--- src/rtl/bcpd_pkg.sv ---
package bcpd_pkg;

  localparam int BUS_SAMPLE_W = 12;
  localparam int VOLT_W       = 16;
  localparam int COMPARE_W    = 16;
  localparam int BUS_W        = 24;
  localparam int CFG_DATA_W   = 16;
  localparam int CFG_INDEX_W  = 2;

  // serial multiplier / divider datapath
  localparam int MUL_A_W    = 17;
  localparam int MUL_B_W    = 25;
  localparam int PROD_W     = MUL_A_W + MUL_B_W;
  localparam int STEPS      = MUL_A_W;
  localparam int STEP_CNT_W = $clog2(STEPS);

  localparam logic [CFG_INDEX_W-1:0] REG_FILTER_ALPHA  = 2'd0;
  localparam logic [CFG_INDEX_W-1:0] REG_BUS_COEFF     = 2'd1;
  localparam logic [CFG_INDEX_W-1:0] REG_PWM_PERIOD    = 2'd2;
  localparam logic [CFG_INDEX_W-1:0] REG_REVERSE_ORDER = 2'd3;

  localparam logic [8:0]       ALPHA_RESET   = 9'd128;
  localparam logic [8:0]       ALPHA_ONE     = 9'd256;
  localparam logic [15:0]      COEFF_RESET   = 16'd4096;
  localparam logic [15:0]      PERIOD_RESET  = 16'd4249;
  localparam logic [BUS_W-1:0] BUS_RESET     = 24'd3072000;
  localparam logic [BUS_W-1:0] BUS_MAX       = 24'hFFFFFF;

  // duty ratios fed through the shared mul/div: 1/50, 49/50 and 1/2
  localparam logic [MUL_B_W-1:0] CLAMP_DEN   = 25'd50;
  localparam logic [MUL_B_W-1:0] CLAMP_LO_NUM = 25'd1;
  localparam logic [MUL_B_W-1:0] CLAMP_HI_NUM = 25'd49;
  localparam logic [MUL_B_W-1:0] HALF_NUM    = 25'd1;
  localparam logic [MUL_B_W-1:0] HALF_DEN    = 25'd2;

  localparam logic [1:0] PH_A    = 2'd0;
  localparam logic [1:0] PH_B    = 2'd1;
  localparam logic [1:0] PH_LAST = 2'd2;

  typedef struct packed {
    logic                     mode;
    logic [BUS_SAMPLE_W-1:0]  bus_sample;
    logic signed [VOLT_W-1:0] volt_a;
    logic signed [VOLT_W-1:0] volt_b;
    logic signed [VOLT_W-1:0] volt_c;
  } in_item_t;

  typedef struct packed {
    logic [COMPARE_W-1:0] compare_ch1;
    logic [COMPARE_W-1:0] compare_ch2;
    logic [COMPARE_W-1:0] compare_ch3;
  } out_item_t;

  typedef enum logic [3:0] {
    S_IDLE,
    S_BUS_GO,
    S_BUS_WAIT,
    S_FILT_GO,
    S_FILT_WAIT,
    S_FILT_ADD,
    S_PH_PREP,
    S_PH_SCALE,
    S_PH_CLAMP,
    S_PH_MUL_WAIT,
    S_PH_DIV_WAIT,
    S_OUT
  } state_t;

endpackage

--- src/rtl/bcpd_serial_mul.sv ---
module bcpd_serial_mul (
  input  logic                         clk,
  input  logic                         rst,
  input  logic                         start,
  input  logic [bcpd_pkg::MUL_A_W-1:0] a,
  input  logic [bcpd_pkg::MUL_B_W-1:0] b,
  output logic [bcpd_pkg::PROD_W-1:0]  prod,
  output logic                         done
);
  import bcpd_pkg::*;

  logic [MUL_B_W:0]    hi;
  logic [MUL_A_W-1:0]  lo;
  logic [MUL_B_W-1:0]  mcand;
  logic [STEP_CNT_W-1:0] cnt;
  logic                busy;
  logic [MUL_B_W:0]    sum;

  // one multiplier bit per cycle, lsb first, product shifts right
  assign sum  = hi + (lo[0] ? {1'b0, mcand} : '0);
  assign prod = {hi[MUL_B_W-1:0], lo};

  always_ff @(posedge clk) begin
    if (rst) begin
      busy <= 1'b0;
      done <= 1'b0;
      cnt  <= '0;
    end else begin
      done <= 1'b0;
      if (start) begin
        busy <= 1'b1;
        cnt  <= '0;
      end else if (busy) begin
        cnt <= cnt + 1'b1;
        if (cnt == STEP_CNT_W'(STEPS - 1)) begin
          busy <= 1'b0;
          done <= 1'b1;
        end
      end
    end
  end

  always_ff @(posedge clk) begin
    if (start) begin
      hi    <= '0;
      lo    <= a;
      mcand <= b;
    end else if (busy) begin
      hi <= {1'b0, sum[MUL_B_W:1]};
      lo <= {sum[0], lo[MUL_A_W-1:1]};
    end
  end

endmodule

--- src/rtl/bcpd_serial_div.sv ---
module bcpd_serial_div (
  input  logic                         clk,
  input  logic                         rst,
  input  logic                         start,
  input  logic [bcpd_pkg::PROD_W-1:0]  dividend,
  input  logic [bcpd_pkg::MUL_B_W-1:0] divisor,
  output logic [bcpd_pkg::MUL_A_W-1:0] quotient,
  output logic                         done
);
  import bcpd_pkg::*;

  logic [MUL_B_W-1:0]    rem;
  logic [MUL_A_W-1:0]    dq;
  logic [MUL_B_W-1:0]    dsor;
  logic [STEP_CNT_W-1:0] cnt;
  logic                  busy;
  logic [MUL_B_W:0]      trial;
  logic [MUL_B_W:0]      trial_sub;
  logic                  ge;

  // quotient fits in MUL_A_W bits, so the upper dividend bits start below the divisor
  assign trial     = {rem, dq[MUL_A_W-1]};
  assign ge        = trial >= {1'b0, dsor};
  assign trial_sub = trial - {1'b0, dsor};
  assign quotient  = dq;

  always_ff @(posedge clk) begin
    if (rst) begin
      busy <= 1'b0;
      done <= 1'b0;
      cnt  <= '0;
    end else begin
      done <= 1'b0;
      if (start) begin
        busy <= 1'b1;
        cnt  <= '0;
      end else if (busy) begin
        cnt <= cnt + 1'b1;
        if (cnt == STEP_CNT_W'(STEPS - 1)) begin
          busy <= 1'b0;
          done <= 1'b1;
        end
      end
    end
  end

  always_ff @(posedge clk) begin
    if (start) begin
      rem  <= dividend[PROD_W-1:MUL_A_W];
      dq   <= dividend[MUL_A_W-1:0];
      dsor <= divisor;
    end else if (busy) begin
      rem <= ge ? trial_sub[MUL_B_W-1:0] : trial[MUL_B_W-1:0];
      dq  <= {dq[MUL_A_W-2:0], ge};
    end
  end

endmodule

--- src/rtl/bus_compensated_pwm_duty.sv ---
// Bus-compensated three-phase PWM duty: a mode 0 request filters a bus ADC sample into the
// bus voltage estimate and returns nothing; a mode 1 request turns three phase voltages into
// three timer compares, duty 0.5*(v/vbus+1) clamped to 2..98 % of period+1. One request is
// in work at a time. A bus sample uses one 17-step bit-serial multiplier, and a voltage
// command uses it together with one 17-step restoring divider; the three phases share both
// in turn. A finished result waits in the output register while the next request is
// taken.
module bus_compensated_pwm_duty #(
  parameter int ADC_BITS = 12
) (
  input  logic                             clk,
  input  logic                             rst,
  input  logic                             in_valid,
  output logic                             in_ready,
  input  bcpd_pkg::in_item_t               in_item,
  output logic                             out_valid,
  input  logic                             out_ready,
  output bcpd_pkg::out_item_t              out_item,
  input  logic                             cfg_we,
  input  logic [bcpd_pkg::CFG_INDEX_W-1:0] cfg_index,
  input  logic [bcpd_pkg::CFG_DATA_W-1:0]  cfg_data
);
  import bcpd_pkg::*;

  state_t state, state_next;

  logic [8:0]       filter_alpha;
  logic [15:0]      bus_coeff;
  logic [15:0]      pwm_period;
  logic             reverse_order;
  logic [BUS_W-1:0] bus_est;

  in_item_t             item;
  logic [1:0]           ph;
  logic [COMPARE_W-1:0] comp_a, comp_b, comp_c;
  logic [BUS_W-1:0]     target;
  logic                 diff_neg;
  logic signed [33:0]   filt_p;
  logic signed [25:0]   num_q;
  logic signed [31:0]   n50;
  logic [30:0]          d49;
  logic [MUL_B_W-1:0]   den_sel;

  logic                 mul_start, mul_done, div_start, div_done;
  logic [MUL_A_W-1:0]   mul_a;
  logic [MUL_B_W-1:0]   mul_b;
  logic [PROD_W-1:0]    mul_prod;
  logic [MUL_A_W-1:0]   div_quo;

  logic [BUS_SAMPLE_W-1:0] sample_m;
  logic [8:0]              alpha_c;
  logic [MUL_A_W-1:0]      scale;
  logic signed [VOLT_W-1:0] v_cur;
  logic signed [25:0]      num_next;
  logic signed [31:0]      n_ext;
  logic [30:0]             e_ext;
  logic [MUL_B_W-1:0]      den_full;
  logic [MUL_B_W-1:0]      num_sel;
  logic [MUL_B_W-1:0]      den_sel_next;
  logic                    diff_neg_c;
  logic [BUS_W-1:0]        diff_mag;
  logic signed [33:0]      step;
  logic signed [34:0]      est_sum;
  logic [BUS_W-1:0]        est_next;
  logic                    out_free;

  bcpd_serial_mul u_mul (
    .clk   (clk),
    .rst   (rst),
    .start (mul_start),
    .a     (mul_a),
    .b     (mul_b),
    .prod  (mul_prod),
    .done  (mul_done)
  );

  bcpd_serial_div u_div (
    .clk      (clk),
    .rst      (rst),
    .start    (div_start),
    .dividend (mul_prod),
    .divisor  (den_sel),
    .quotient (div_quo),
    .done     (div_done)
  );

  always_comb begin
    for (int i = 0; i < BUS_SAMPLE_W; i++) begin
      sample_m[i] = item.bus_sample[i] & (i < ADC_BITS);
    end
  end

  assign alpha_c  = (filter_alpha > ALPHA_ONE) ? ALPHA_ONE : filter_alpha;
  assign scale    = {1'b0, pwm_period} + MUL_A_W'(1);
  assign in_ready = (state == S_IDLE);
  assign out_free = !out_valid || out_ready;

  always_comb begin
    case (ph)
      PH_A:    v_cur = item.volt_a;
      PH_B:    v_cur = item.volt_b;
      default: v_cur = item.volt_c;
    endcase
  end

  // duty numerator 256*v + E over denominator 2*E
  assign num_next = $signed({{2{v_cur[VOLT_W-1]}}, v_cur, 8'b0}) + $signed({2'b0, bus_est});
  assign n_ext    = {{6{num_q[25]}}, num_q};
  assign e_ext    = {7'b0, bus_est};
  assign den_full = {bus_est, 1'b0};

  // clamp decision, picks the ratio fed to the shared mul/div
  always_comb begin
    if (bus_est == '0) begin
      if (!v_cur[VOLT_W-1] && v_cur != '0) begin
        num_sel      = CLAMP_HI_NUM;
        den_sel_next = CLAMP_DEN;
      end else if (v_cur[VOLT_W-1]) begin
        num_sel      = CLAMP_LO_NUM;
        den_sel_next = CLAMP_DEN;
      end else begin
        num_sel      = HALF_NUM;
        den_sel_next = HALF_DEN;
      end
    end else if (n50 <= $signed({7'b0, den_full})) begin
      num_sel      = CLAMP_LO_NUM;
      den_sel_next = CLAMP_DEN;
    end else if (n50 >= $signed({1'b0, d49})) begin
      num_sel      = CLAMP_HI_NUM;
      den_sel_next = CLAMP_DEN;
    end else begin
      num_sel      = num_q[MUL_B_W-1:0];
      den_sel_next = den_full;
    end
  end

  assign diff_neg_c = bus_est > target;
  assign diff_mag   = diff_neg_c ? (bus_est - target) : (target - bus_est);

  // floor of alpha*diff/256 is an arithmetic shift of the signed product
  assign step    = filt_p >>> 8;
  assign est_sum = {step[33], step} + $signed({11'b0, bus_est});

  always_comb begin
    if (est_sum[34]) begin
      est_next = '0;
    end else if (|est_sum[33:BUS_W]) begin
      est_next = BUS_MAX;
    end else begin
      est_next = est_sum[BUS_W-1:0];
    end
  end

  always_comb begin
    state_next = state;
    mul_start  = 1'b0;
    div_start  = 1'b0;
    mul_a      = scale;
    mul_b      = num_sel;
    case (state)
      S_IDLE: begin
        if (in_valid) begin
          state_next = in_item.mode ? S_PH_PREP : S_BUS_GO;
        end
      end
      S_BUS_GO: begin
        mul_start  = 1'b1;
        mul_a      = MUL_A_W'(sample_m);
        mul_b      = MUL_B_W'(bus_coeff);
        state_next = S_BUS_WAIT;
      end
      S_BUS_WAIT: begin
        if (mul_done) begin
          state_next = S_FILT_GO;
        end
      end
      S_FILT_GO: begin
        mul_start  = 1'b1;
        mul_a      = MUL_A_W'(alpha_c);
        mul_b      = {1'b0, diff_mag};
        state_next = S_FILT_WAIT;
      end
      S_FILT_WAIT: begin
        if (mul_done) begin
          state_next = S_FILT_ADD;
        end
      end
      S_FILT_ADD: state_next = S_IDLE;
      S_PH_PREP:  state_next = S_PH_SCALE;
      S_PH_SCALE: state_next = S_PH_CLAMP;
      S_PH_CLAMP: begin
        mul_start  = 1'b1;
        state_next = S_PH_MUL_WAIT;
      end
      S_PH_MUL_WAIT: begin
        if (mul_done) begin
          div_start  = 1'b1;
          state_next = S_PH_DIV_WAIT;
        end
      end
      S_PH_DIV_WAIT: begin
        if (div_done) begin
          state_next = (ph == PH_LAST) ? S_OUT : S_PH_PREP;
        end
      end
      S_OUT: begin
        if (out_free) begin
          state_next = S_IDLE;
        end
      end
      default: state_next = S_IDLE;
    endcase
  end

  always_ff @(posedge clk) begin
    if (rst) begin
      state <= S_IDLE;
    end else begin
      state <= state_next;
    end
  end

  always_ff @(posedge clk) begin
    if (rst) begin
      filter_alpha  <= ALPHA_RESET;
      bus_coeff     <= COEFF_RESET;
      pwm_period    <= PERIOD_RESET;
      reverse_order <= 1'b0;
    end else if (cfg_we) begin
      case (cfg_index)
        REG_FILTER_ALPHA:  filter_alpha  <= cfg_data[8:0];
        REG_BUS_COEFF:     bus_coeff     <= cfg_data;
        REG_PWM_PERIOD:    pwm_period    <= cfg_data;
        REG_REVERSE_ORDER: reverse_order <= cfg_data[0];
        default: ;
      endcase
    end
  end

  always_ff @(posedge clk) begin
    if (rst) begin
      bus_est <= BUS_RESET;
    end else if (state == S_FILT_ADD) begin
      bus_est <= est_next;
    end
  end

  always_ff @(posedge clk) begin
    if (rst) begin
      ph <= PH_A;
    end else if (state == S_IDLE) begin
      ph <= PH_A;
    end else if (state == S_PH_DIV_WAIT && div_done && ph != PH_LAST) begin
      ph <= ph + 1'b1;
    end
  end

  always_ff @(posedge clk) begin
    if (in_valid && in_ready) begin
      item <= in_item;
    end
    if (state == S_BUS_WAIT && mul_done) begin
      target <= (|mul_prod[PROD_W-1:BUS_W]) ? BUS_MAX : mul_prod[BUS_W-1:0];
    end
    if (state == S_FILT_GO) begin
      diff_neg <= diff_neg_c;
    end
    if (state == S_FILT_WAIT && mul_done) begin
      filt_p <= diff_neg ? -$signed({1'b0, mul_prod[32:0]}) : $signed({1'b0, mul_prod[32:0]});
    end
    if (state == S_PH_PREP) begin
      num_q <= num_next;
    end
    if (state == S_PH_SCALE) begin
      n50 <= (n_ext <<< 5) + (n_ext <<< 4) + (n_ext <<< 1);
      d49 <= (e_ext << 6) + (e_ext << 5) + (e_ext << 1);
    end
    if (state == S_PH_CLAMP) begin
      den_sel <= den_sel_next;
    end
    if (state == S_PH_DIV_WAIT && div_done) begin
      case (ph)
        PH_A:    comp_a <= div_quo[COMPARE_W-1:0];
        PH_B:    comp_b <= div_quo[COMPARE_W-1:0];
        default: comp_c <= div_quo[COMPARE_W-1:0];
      endcase
    end
  end

  always_ff @(posedge clk) begin
    if (rst) begin
      out_valid <= 1'b0;
    end else if (state == S_OUT && out_free) begin
      out_valid <= 1'b1;
    end else if (out_ready) begin
      out_valid <= 1'b0;
    end
  end

  always_ff @(posedge clk) begin
    if (state == S_OUT && out_free) begin
      out_item.compare_ch1 <= reverse_order ? comp_c : comp_a;
      out_item.compare_ch2 <= comp_b;
      out_item.compare_ch3 <= reverse_order ? comp_a : comp_c;
    end
  end

`ifndef ASSERT_OFF
  a_out_from_seq: assert property (@(posedge clk) disable iff (rst)
    $rose(out_valid) |-> $past(state == S_OUT))
    else $error("result appeared outside the output state");

  a_est_update: assert property (@(posedge clk) disable iff (rst)
    !$stable(bus_est) |-> ($past(rst) || $past(state == S_FILT_ADD)))
    else $error("bus estimate changed outside the filter update");

  a_div_owner: assert property (@(posedge clk) disable iff (rst)
    div_done |-> state == S_PH_DIV_WAIT)
    else $error("divider finished while not in use");

  a_one_unit: assert property (@(posedge clk) disable iff (rst)
    !(mul_start && div_start))
    else $error("multiplier and divider started together");
`endif

endmodule
--- config.mk ---
export PLATFORM = sky130hd
export DESIGN_NAME = bus_compensated_pwm_duty
export DESIGN_NICKNAME = d
export VERILOG_FILES = /design/src/rtl/bcpd_pkg.sv /design/src/rtl/bcpd_serial_mul.sv /design/src/rtl/bcpd_serial_div.sv /design/src/rtl/bus_compensated_pwm_duty.sv
export SDC_FILE = /design/constraint.sdc
export NUM_CORES = 1
export LEC_CHECK = 0
export BUFFER_PORTS_ARGS = -buffer_cell sky130_fd_sc_hd__buf_2
export CAP_MARGIN = 5
export CORE_AREA = 2 2 203 245
export CTS_BUF_LIST = sky130_fd_sc_hd__clkbuf_8 sky130_fd_sc_hd__clkbuf_16
export DETAILED_ROUTE_END_ITERATION = 12
export DIE_AREA = 0 0 205 247
export PLACE_DENSITY = 0.92
export SETUP_SLACK_MARGIN = 0.05
export SLEW_MARGIN = 20
export SYNTH_ARGS = -nofsm -noshare
export SYNTH_HDL_FRONTEND = slang
export SYNTH_HIERARCHICAL = 1
export SYNTH_SLANG_ARGS = --single-unit
--- constraint.sdc ---
create_clock -name clk -period 7.9 [get_ports clk]
set_clock_uncertainty 0.2 [all_clocks]
set_input_delay 0.395 -clock clk [delete_from_list [all_inputs] [get_ports clk]]
set_output_delay 0.395 -clock clk [all_outputs]
set_load 0.03 [all_outputs]
==> metrics.yaml <==
port_buffers: 133
post-route-util_pct: 75.5
synthAdderAreaFrac_pct: 13.4
timing.rr.end: "num_q[25]$_DFFE_PP_"
vdd_drop_max_v: 0.000293
synth_top_family_by_area: "compound AO/OA/AOI/OAI gates"
end_kind: "flop"
min_period_ps: 5680
setup_ws_ps: 2220
postCtsSetupBuffers: 0
vias: 27400
start_util_pct: 67.2
synth-seq-cells: 539
reg2regPathDepth: 14
synthCells: 3007
synth_area_um2: 32600
num-fill-cells: 2899
wl_per_cell_um: 27.9
min_period_over_period_pct: 71.9
grt_usage_pct: 42.8
crit_path_top_delay_cell: "nor2_1"
cp_data_arrival_time_ps: 5840
async_flop_share_pct: 0
post_cts_resized: 0
crit_path_end: "num_q[25]$_DFFE_PP_"
drc_errors: 0
instances_no_fill: 3888
yosys.area.top_type: "edfxtp_1"
wirelength_mm: 109
leakage_nw: 14.6
synth_edf_count: 427
die_area_um2: 50600
grt_pass1_wl_mm: 162
crit_start: "ph[1]$_SDFFE_PP0P_"
synth-compound-area-share_pct: 15.8
core_um2: 48600
nNetsFinal: 3600
cts_buffers: 55
grt_pass1_vias: 27900
dp_hpwl_mm: 69.4
status: "complete, no violations"
rsz0062_at_grt: "no"
cts_hold_buf: 77
ys.flop_type: "edfxtp_1"
synth_fp_nets: 3409
maxSlewHeadroom_pct: 22.3
power_mw: 9.65
antenna_left: 0
crit_chain: "inv_1, ha_1, nor2_1, a21o_1, ha_1, a21o_1, a21oi_1, o21bai_1, a31oi_1, o21ai_0, o41ai_1, o2111ai_1, o211ai_1, xnor2_1"
clockRootBuffer: "clkbuf_16"
path_clk_slew_ps: 80
synth_most_common_cell: "edfxtp_1"
drt_pass1_iterations: 9
synthXorXnorAreaFrac_pct: 4.43
dieWidth_um: 205
synthTopCellsByCount: "edfxtp_1, ha_1, a21oi_1, nand2_1, inv_1"
synth_mux_area_share_pct: 4.70
num_io_pins: 134
max_stage_delay_ps: 1000
rrSetupSlack_ps: 2220
synth.distinct_cells: 90
antenna_found_initial: 8
cts_buffer_depth: 3
cts_tree: "done"
clock-sinks: 539
clk_latency_ps: 670
whs_ps: 82.8
drv_slew: 0
syn_area_per_cell_um2: 10.8
hold_viol_final: 0
startpoint_type: "flop"
dp_slack_ps: 3090
rr_startpoint: "ph[1]$_SDFFE_PP0P_"
synth_top_area_share_pct: 39.3
std_cell_rows: 89
worstPathMaxFanout: 19
setup_viol: 0
maxCapViolCount: 0
hold_path_class: "in2reg"
seq_area_frac_synth_pct: 46.2
area_delta_synth_final_pct: 12.4
dpl-instance-area_um2: 33900
die_h_um: 247
grt_max_degree: 77
avgViaCountPerCell: 7.04
fmax_mhz: 176
grt-ovfl-total: 0
final_cell_area_um2: 36700
htree_num_levels: 2
required_ps: 8050
yosysWarnings: 6
p_per_area_nw_per_um2: 263
gp_congestion: 1.05
worst_pin_slew_ps: 1160
netlist_top_cells_area: "edfxtp_1, ha_1, dfxtp_1"
drive_above_1_share_pct: 12.1
finalSetupTns_ps: 0
critPathKind: "reg2reg"
synth_simple_gate_area_share_pct: 12.1
dpl.cell_count: 3700
drt_iter0_markers: 3614
## routing by layer
layer	track usage (%)	wire, µm
met3	11.6	12300
met4	34.6	10700
met1	47.7	35300
met2	69.0	50200
met5	0	23
## logic make-up after synthesis
kind of cell             Yosys count
adder cells (fa/ha/maj)          318
multiplexers                     141
other                              1
XOR/XNOR                         165
AND/OR/NAND/NOR                  783
flip-flops                       539
buffers and inverters            287
AO/OA/AOI/OAI                    773
## how the worst min path moves through the flow
stage / start / end / cells past startpoint
floorplan: comp_b[0]$_DFFE_PP_ / out_item[16]$_DFFE_PP_ / 0
global placement: den_sel[17]$_SDFFCE_PP0N_ / u_div/dsor[17]$_DFFE_PP_ / 0
detailed placement: den_sel[15]$_SDFFCE_PP0N_ / u_div/dsor[15]$_DFFE_PP_ / 0
CTS: cfg_index[1] / reverse_order$_SDFFE_PP0P_ / 4
global route: cfg_index[1] / reverse_order$_SDFFE_PP0P_ / 4
finish: cfg_index[1] / reverse_order$_SDFFE_PP0P_ / 4
## layout by cell type, fill, tap and decap left out, types with 35 or more instances in the layout
cell type	instances
a211oi_1	35
and2_1	57
inv_1	187
dfxtp_1	112
fa_1	51
mux2_2	85
nand4_1	36
a21o_1	105
nand2b_1	51
nor2_1	164
edfxtp_1	427
a21oi_1	241
ha_1	267
clkbuf_16	55
dlygate4sd3_1	77
o21ai_0	102
xor2_1	50
buf_2	133
nor3_1	44
nor2b_1	36
xnor2_1	115
mux2i_1	44
nand3_1	58
nand2_1	204
## registers in the layout, indices dropped and copies added (netlist names), 26 cells and up
| signal | cells |
|---|---|
| num_q | 26 |
| d49 | 30 |
| n50 | 31 |
| out_item | 48 |
| item | 48 |
| filt_p | 26 |
## worst max-delay path: cells and delay by family, from the launching register on
family                     cells  cell delay (ps)
DFF                            1              390
buffers and inverters          1              100
adders and majority gates      2              750
AOI/OAI and AO/OA              9             2830
xor gates and xnor gates       1              110
and+or+nand+nor                1             1000
## report_power, final
part	switching, mW	internal, mW
logic	1.78	1.06
clock network	1.26	1.59
registers	0.464	3.50
total	3.49	6.15
## cell type report
cell class,count,area (µm²),area share [%]
antenna,7,17.5,0.0478
clock buffer,59,1430,3.91
clock inverter,44,488,1.33
inverter,181,679,1.85
multi-input combinational,2181,16500,45.0
sequential,539,15100,41.1
tap,637,797,2.17
timing repair buffer,240,1680,4.57
(Power assumes the default switching activity.)
